==> src/bounded_size_priority_task_queue_assert.svh <==
// Assertion macros shared by the queue RTL
`ifndef BOUNDED_SIZE_PRIORITY_TASK_QUEUE_ASSERT_SVH
`define BOUNDED_SIZE_PRIORITY_TASK_QUEUE_ASSERT_SVH

// Implication checked on every rising clock edge outside reset
`define BSQ_ASSERT_IMPL(label, clk, rst_n, ante, cons) \
    label: assert property (@(posedge clk) disable iff (!rst_n) (ante) |-> (cons)) \
        else $error("assertion failed");

// Next-cycle implication
`define BSQ_ASSERT_NEXT(label, clk, rst_n, ante, cons) \
    label: assert property (@(posedge clk) disable iff (!rst_n) (ante) |=> (cons)) \
        else $error("assertion failed");

`endif

==> src/bsq_ram.sv <==
// ----------------------------------------------------------------------------
// bsq_ram
// Generic single-port-write, single-read RAM with registered read.
// ----------------------------------------------------------------------------
module bsq_ram #(
    parameter int WIDTH = 8,
    parameter int DEPTH = 16
) (
    input  logic                     clk,
    input  logic                     we,
    input  logic [$clog2(DEPTH)-1:0] waddr,
    input  logic [WIDTH-1:0]         wdata,
    input  logic [$clog2(DEPTH)-1:0] raddr,
    output logic [WIDTH-1:0]         rdata
);
    logic [WIDTH-1:0] mem [DEPTH];

    always_ff @(posedge clk)
    begin
        if (we)
        begin
            mem[waddr] <= wdata;
        end
        rdata <= mem[raddr];
    end
endmodule

==> config.mk <==
export PLATFORM = sky130hd
export DESIGN_NAME = bsq_ram
export DESIGN_NICKNAME = d
export VERILOG_FILES = /design/src/bounded_size_priority_task_queue_assert.svh /design/src/bsq_ram.sv
export SDC_FILE = /design/constraint.sdc
export NUM_CORES = 1
export LEC_CHECK = 0
export BUFFER_PORTS_ARGS = -buffer_cell sky130_fd_sc_hd__buf_4
export CAP_MARGIN = 20
export CORE_MARGIN = 10
export CORE_UTILIZATION = 40
export CTS_CLUSTER_DIAMETER = 100
export DETAILED_ROUTE_END_ITERATION = 10
export GPL_TIMING_DRIVEN = 0
export HOLD_SLACK_MARGIN = 0.08
export SYNTH_ARGS = -nofsm -noshare
export SYNTH_HDL_FRONTEND = slang
export SYNTH_SLANG_ARGS = --single-unit
==> constraint.sdc <==
create_clock -name clk -period 1.51 [get_ports clk]
set_input_delay 0.0755 -clock clk [delete_from_list [all_inputs] [get_ports clk]]
set_output_delay 0.0755 -clock clk [all_outputs]
set_load 0.01 [all_outputs]
==> flow_metrics.py, run 1 <==
metrics = {
    "run_status": {
        "status": "finished clean",
    },
    "clocking": {
        "cts_tree": "yes",
        "cts_buffers": 17,
        "cts_root_buffer": "clkbuf_16",
        "clkSlewWorstSetupHoldPaths_ps": 60,
        "postCtsSetupRepairBufs": 0,
        "clock-sinks": 136,
        "h-tree-depth": 4,
        "clk_latency_ps": 400,
        "clock_path_buffers": 2,
    },
    "timing": {
        "period_needed_ps": 1420,
        "fmax_ghz": 0.703,
        "setup_viol": 0,
        "grt_setup_unrepaired": "false",
        "slew_headroom_pct": 44.1,
        "post-route-period-util_pct": 94.2,
        "worst_slack_ps": 88.0,
        "slew_violations": 0,
        "finClkSkew_ps": 11.0,
        "worst_slew_pin_slew_ps": 835,
        "hold_violations": 0,
    },
    "logic_synthesis": {
        "syn-num-nets": 247,
        "synth_cells": 229,
        "yosys_warnings": 0,
        "avgSynthCellArea_um2": 22.5,
        "synth_area_leaders": "edfxtp_1 (75%), mux4_2 (7.9%), mux4_1 (7.1%)",
        "synth_cell_types": 19,
        "seq_area_frac_synth_pct": 77.8,
        "yosysTopAreaCell": "edfxtp_1",
        "ys_seq_elements": 136,
        "yosysTopAreaCellShare_pct": 74.7,
        "synth_area_um2": 5150,
    },
    "placed_design": {
        "portBuffers": 24,
        "hpwl_um": 6320,
        "place_congestion": 0.676,
        "place_ws_ps": -294,
    },
    "global_routing": {
        "grt_pass1_wl_um": 15100,
        "grt-ovfl-total": 0,
        "grt_pass1_vias": 2468,
        "track_usage_pct": 11.6,
        "grt_max_degree": 17,
        "grt_antenna_before_repair": 0,
    },
    "cells_and_area": {
        "layout_common_cells": "edfxtp_1 (128), buf_4 (27), mux4_2 (18)",
        "drive_gt1_share_pct": 30.1,
        "mostFrequentLayoutCell": "edfxtp_1",
        "n_antenna_cell": 0,
        "final_util_pct": 49.3,
        "area_growth_syn_to_layout_pct": 20.8,
        "fin_nets": 301,
    },
    "route": {
        "vias": 2368,
        "routed_wl_um": 10000,
        "wl_per_cell_um": 21.4,
        "drt_iter0_markers": 273,
        "routed_via_density": 5.06,
        "drc": 0,
        "first_pass_iters": 4,
        "ant_nets": 0,
    },
    "setup_path": {
        "critPathMaxStageDelay_ps": 480,
        "worstPathArrival_ps": 1700,
        "cp_slowest_cell": "mux4_2",
        "path_max_fanout": 1,
        "critPathKind": "reg2reg",
        "critPathTopFamily": "multiplexers",
        "crit_buf_inv": 0,
        "cp-end-kind": "register",
        "cp.required_ps": 1780,
        "path_cells": "mux4_2 > a22oi_1 > nand2_1",
        "crit_path_start_kind": "register",
    },
    "pwr": {
        "p_per_area_nw_per_um2": 1380,
        "max-vdd-ir-drop_v": 0.000841,
        "p_leak_nw": 2.07,
    },
    "hold_path": {
        "hold_path_class": "in2reg",
    },
    "floorplan": {
        "design.core.area_um2": 12600,
        "start_util_pct": 40.8,
        "dieArea_um2": 17800,
        "die_x_um": 133,
        "die_y_um": 133,
        "rows": 41,
        "io_pins": 26,
    },
    "job": {
        "drv_cap": 0,
    },
}
-- worst register-to-register path, delay by kind of cell (launching register included) --
family          cells  cell delay [ps]
mux                 1              480
flops               1              360
compound gates      1              330
simple gates        1              120
-- final timing paths --
check             startpoint    endpoint  slack, ps  depth (start not counted)
setup / recovery  mem[11][7]    rdata[7]         90                          3
hold / removal      waddr[0]  mem[12][0]        110                          2
setup reg to reg  mem[11][7]    rdata[7]         90                          3
hold reg to reg   mem[11][3]    rdata[3]        690                          3
-- report_power, final --
part	switching, mW	leakage (nW)	internal [mW]
clock	1.55	0.259	2.32
sequential	0.0196	1.22	4.22
combinational	0.246	0.586	0.209
-- sequential cells by signal (all words and copies together), names as in the netlist --
register  cells
mem         128
rdata         8
-- metal layers --
| metal | wire, um | track usage (%) | vias up |
|---|---|---|---|
| met5 | 0 | 0 | - |
| met4 | 107 | 5.14 | 0 |
| met3 | 424 | 3.20 | 6 |
| met2 | 4780 | 17.1 | 59 |
| met1 | 4690 | 15.8 | 1225 |
| li1 | - | - | 1078 |
-- synth_stat cells, drive strengths merged --
master         instances
a22oi                 16
and2                   1
and2b                  1
buf                    7
clkdlybuf4s25          3
dfxtp                  8
edfxtp               128
mux4                  32
nand2                  9
nand2b                 2
nand3                  1
nand3b                 2
nor2                  13
nor2b                  1
nor3                   4
or3b                   1
-- area by class of cell --
cell class | count | area, um2
well taps | 172 | 215
clock inverters | 13 | 120
multi-input cells | 83 | 1070
repair buffers | 35 | 280
plain buffers | 10 | 86.3
flip-flops and latches | 136 | 4000
fillers | 1046 | 6400
clock buffers | 19 | 443
-- per-stage QoR --
| stage | total power, mW | cell area, um2 | TNS [ps] | instances | hold slack, ps |
|---|---|---|---|---|---|
| global placement | 4.75 | 5550 | -15480 | 425 | 395 |
| CTS | 8.61 | 6210 | 0 | 468 | 108 |
| finish | 8.56 | 6220 | 0 | 468 | 106 |
| floorplan | 4.54 | 5150 | 0 | 229 | 174 |
| detailed placement | 4.76 | 5570 | -9150 | 428 | 408 |
| global route | 8.81 | 6220 | 0 | 468 | 121 |
-- cells by family after synthesis --
group           after synthesis  share of synthesized area, %
simple gates                 35                          3.18
compound gates               16                          2.33
flops                       136                          77.8
buf+inv                      10                          1.68
mux                          32                          15.0
-- timing repair --
action | CTS | global route
hold buffers | 8 | 0
setup endpoints to repair | 0 | 1
gates resized for setup | 0 | 1
hold endpoints to repair | 128 | 0
Power figures use the tool's default switching activity.
==> inputs of run 2 (changes only) <==
--- a/config.mk
+++ b/config.mk
@@ -13,6 +13,7 @@
 export DETAILED_ROUTE_END_ITERATION = 10
 export GPL_TIMING_DRIVEN = 0
 export HOLD_SLACK_MARGIN = 0.08
+export PLACE_DENSITY_LB_ADDON = 0.1
 export SYNTH_ARGS = -nofsm -noshare
 export SYNTH_HDL_FRONTEND = slang
 export SYNTH_SLANG_ARGS = --single-unit
==> flow_metrics.py, run 2 (synthesis gave the netlist of run 1 again) <==
metrics = {
    "timing": {
        "slew_headroom_pct": 39.8,
        "setup_viol": 0,
        "worst_slack_ps": 78.0,
        "slew_violations": 0,
        "worst_slew_pin_slew_ps": 900,
        "grt_setup_unrepaired": "false",
        "post-route-period-util_pct": 94.8,
        "hold_ws_ps": 106,
        "fmax_ghz": 0.698,
        "finClkSkew_ps": 6.60,
        "period_needed_ps": 1430,
        "hold_violations": 0,
    },
    "setup_path": {
        "cp-end-kind": "register",
        "cp-startpoint": "mem[0][3]",
        "worstPathArrival_ps": 1730,
        "crit_path_start_kind": "register",
        "rr_endpoint": "rdata[3]",
        "path_max_fanout": 1,
        "r2r_slack_ps": 80,
        "r2r_cells": 3,
        "r2r_start": "mem[0][3]",
        "critPathKind": "reg2reg",
        "cp.required_ps": 1810,
    },
    "floorplan": {
        "io_pins": 26,
        "dieArea_um2": 17800,
        "start_util_pct": 40.8,
        "design.core.area_um2": 12600,
        "rows": 41,
        "die_y_um": 133,
        "die_x_um": 133,
    },
    "pwr": {
        "max-vdd-ir-drop_v": 0.000648,
        "p_leak_nw": 2.08,
        "p_per_area_nw_per_um2": 1380,
    },
    "clocking": {
        "cts_tree": "yes",
        "h-tree-depth": 4,
        "clock_path_buffers": 2,
        "clock-sinks": 136,
        "clkSlewWorstSetupHoldPaths_ps": 60,
        "clk_latency_ps": 420,
        "postCtsSetupRepairBufs": 0,
        "cts_buffers": 17,
        "cts_root_buffer": "clkbuf_16",
    },
    "route": {
        "first_pass_iters": 4,
        "routed_via_density": 5.13,
        "drc": 0,
        "routed_wl_um": 10600,
        "wl_per_cell_um": 22.8,
        "drt_iter0_markers": 232,
        "vias": 2396,
        "ant_nets": 0,
    },
    "global_routing": {
        "grt_max_degree": 17,
        "grt_pass1_wl_um": 16100,
        "track_usage_pct": 12.7,
        "grt_pass1_vias": 2532,
        "grt_antenna_before_repair": 0,
        "grt_util_met2_pct": 18.8,
        "grt-ovfl-total": 0,
        "grt-busiest-layer": "met2",
        "grtUsageMet1_pct": 16.7,
        "use_met3_pct": 3.65,
    },
    "cells_and_area": {
        "area_growth_syn_to_layout_pct": 20.4,
        "regMostFlops": "mem",
        "largest_reg_flops": 128,
        "drive_gt1_share_pct": 29.2,
        "fin_nets": 300,
        "top_regs": "mem (128), rdata (8)",
        "register_area_um2": 4000,
        "nFillCells": 1077,
        "final_util_pct": 49.1,
        "mostFrequentLayoutCell": "edfxtp_1",
        "layout_common_cells": "edfxtp_1 (128), buf_4 (26), mux4_2 (18)",
        "multi_input_area_um2": 1070,
        "n_antenna_cell": 0,
    },
    "job": {
        "drv_cap": 0,
    },
    "placed_design": {
        "hpwl_um": 6880,
        "place_congestion": 0.767,
        "portBuffers": 24,
        "place_ws_ps": -313,
    },
    "hold_path": {
        "min_from": "waddr[0]",
        "min_to": "mem[0][4]",
        "hold_path_class": "in2reg",
        "worstHoldPathCells": 2,
    },
    "run_status": {
        "status": "finished clean",
    },
}
## run 2: critical path, stage by stage, from the launching register on
cell	delay, ps
edfxtp_1	360
mux4_1	550
a22oi_1	300
nand2_1	100
## run 2: worst max path at each step
stage           endpoint  depth (start not counted)  slack (ps)
2_1_floorplan  mem[3][0]                          2         170
3_3_place_gp   mem[8][7]                          3        -480
3_5_place_dp   mem[2][4]                          3        -310
4_1_cts         rdata[3]                          3          50
5_1_grt         rdata[3]                          3          20
6_report        rdata[3]                          3          80
## run 2: layout make-up
cell class / instances / share of cell area [%]
flip-flops and latches: 136 / 64.6
multi-input cells: 83 / 17.3
clock buffers: 20 / 7.05
repair buffers: 34 / 4.40
well taps: 172 / 3.47
clock inverters: 12 / 1.76
plain buffers: 10 / 1.39
## run 2: through the flow
stage / power (mW) / TNS, ps / cells / instance area, um2
2_1_floorplan: 4.54 / 0 / 229 / 5150
3_3_place_gp: 4.77 / -20920 / 425 / 5550
3_5_place_dp: 4.78 / -11530 / 427 / 5570
4_1_cts: 8.60 / 0 / 467 / 6190
5_1_grt: 8.81 / 0 / 467 / 6200
6_report: 8.53 / 0 / 467 / 6200
## run 2: timing repair
item / in CTS / in global routing
hold endpoints to repair: 128 / 0
hold buffers: 8 / 0
resized for setup: 0 / 1
endpoints found under the setup margin: 0 / 1
## run 2: power breakdown
| group | switching [mW] | internal [mW] | leakage (nW) |
|---|---|---|---|
| clock network | 1.44 | 2.39 | 0.278 |
| logic | 0.249 | 0.209 | 0.581 |
| registers | 0.0205 | 4.22 | 1.22 |
| total | 1.71 | 6.82 | 2.08 |
## run 2: layer usage
metal  up-vias  share of wire (%)
met5         -                  0
met4         0                1.8
met3        15                5.1
met2        55                 47
met1      1247                 46
li1       1079                  -
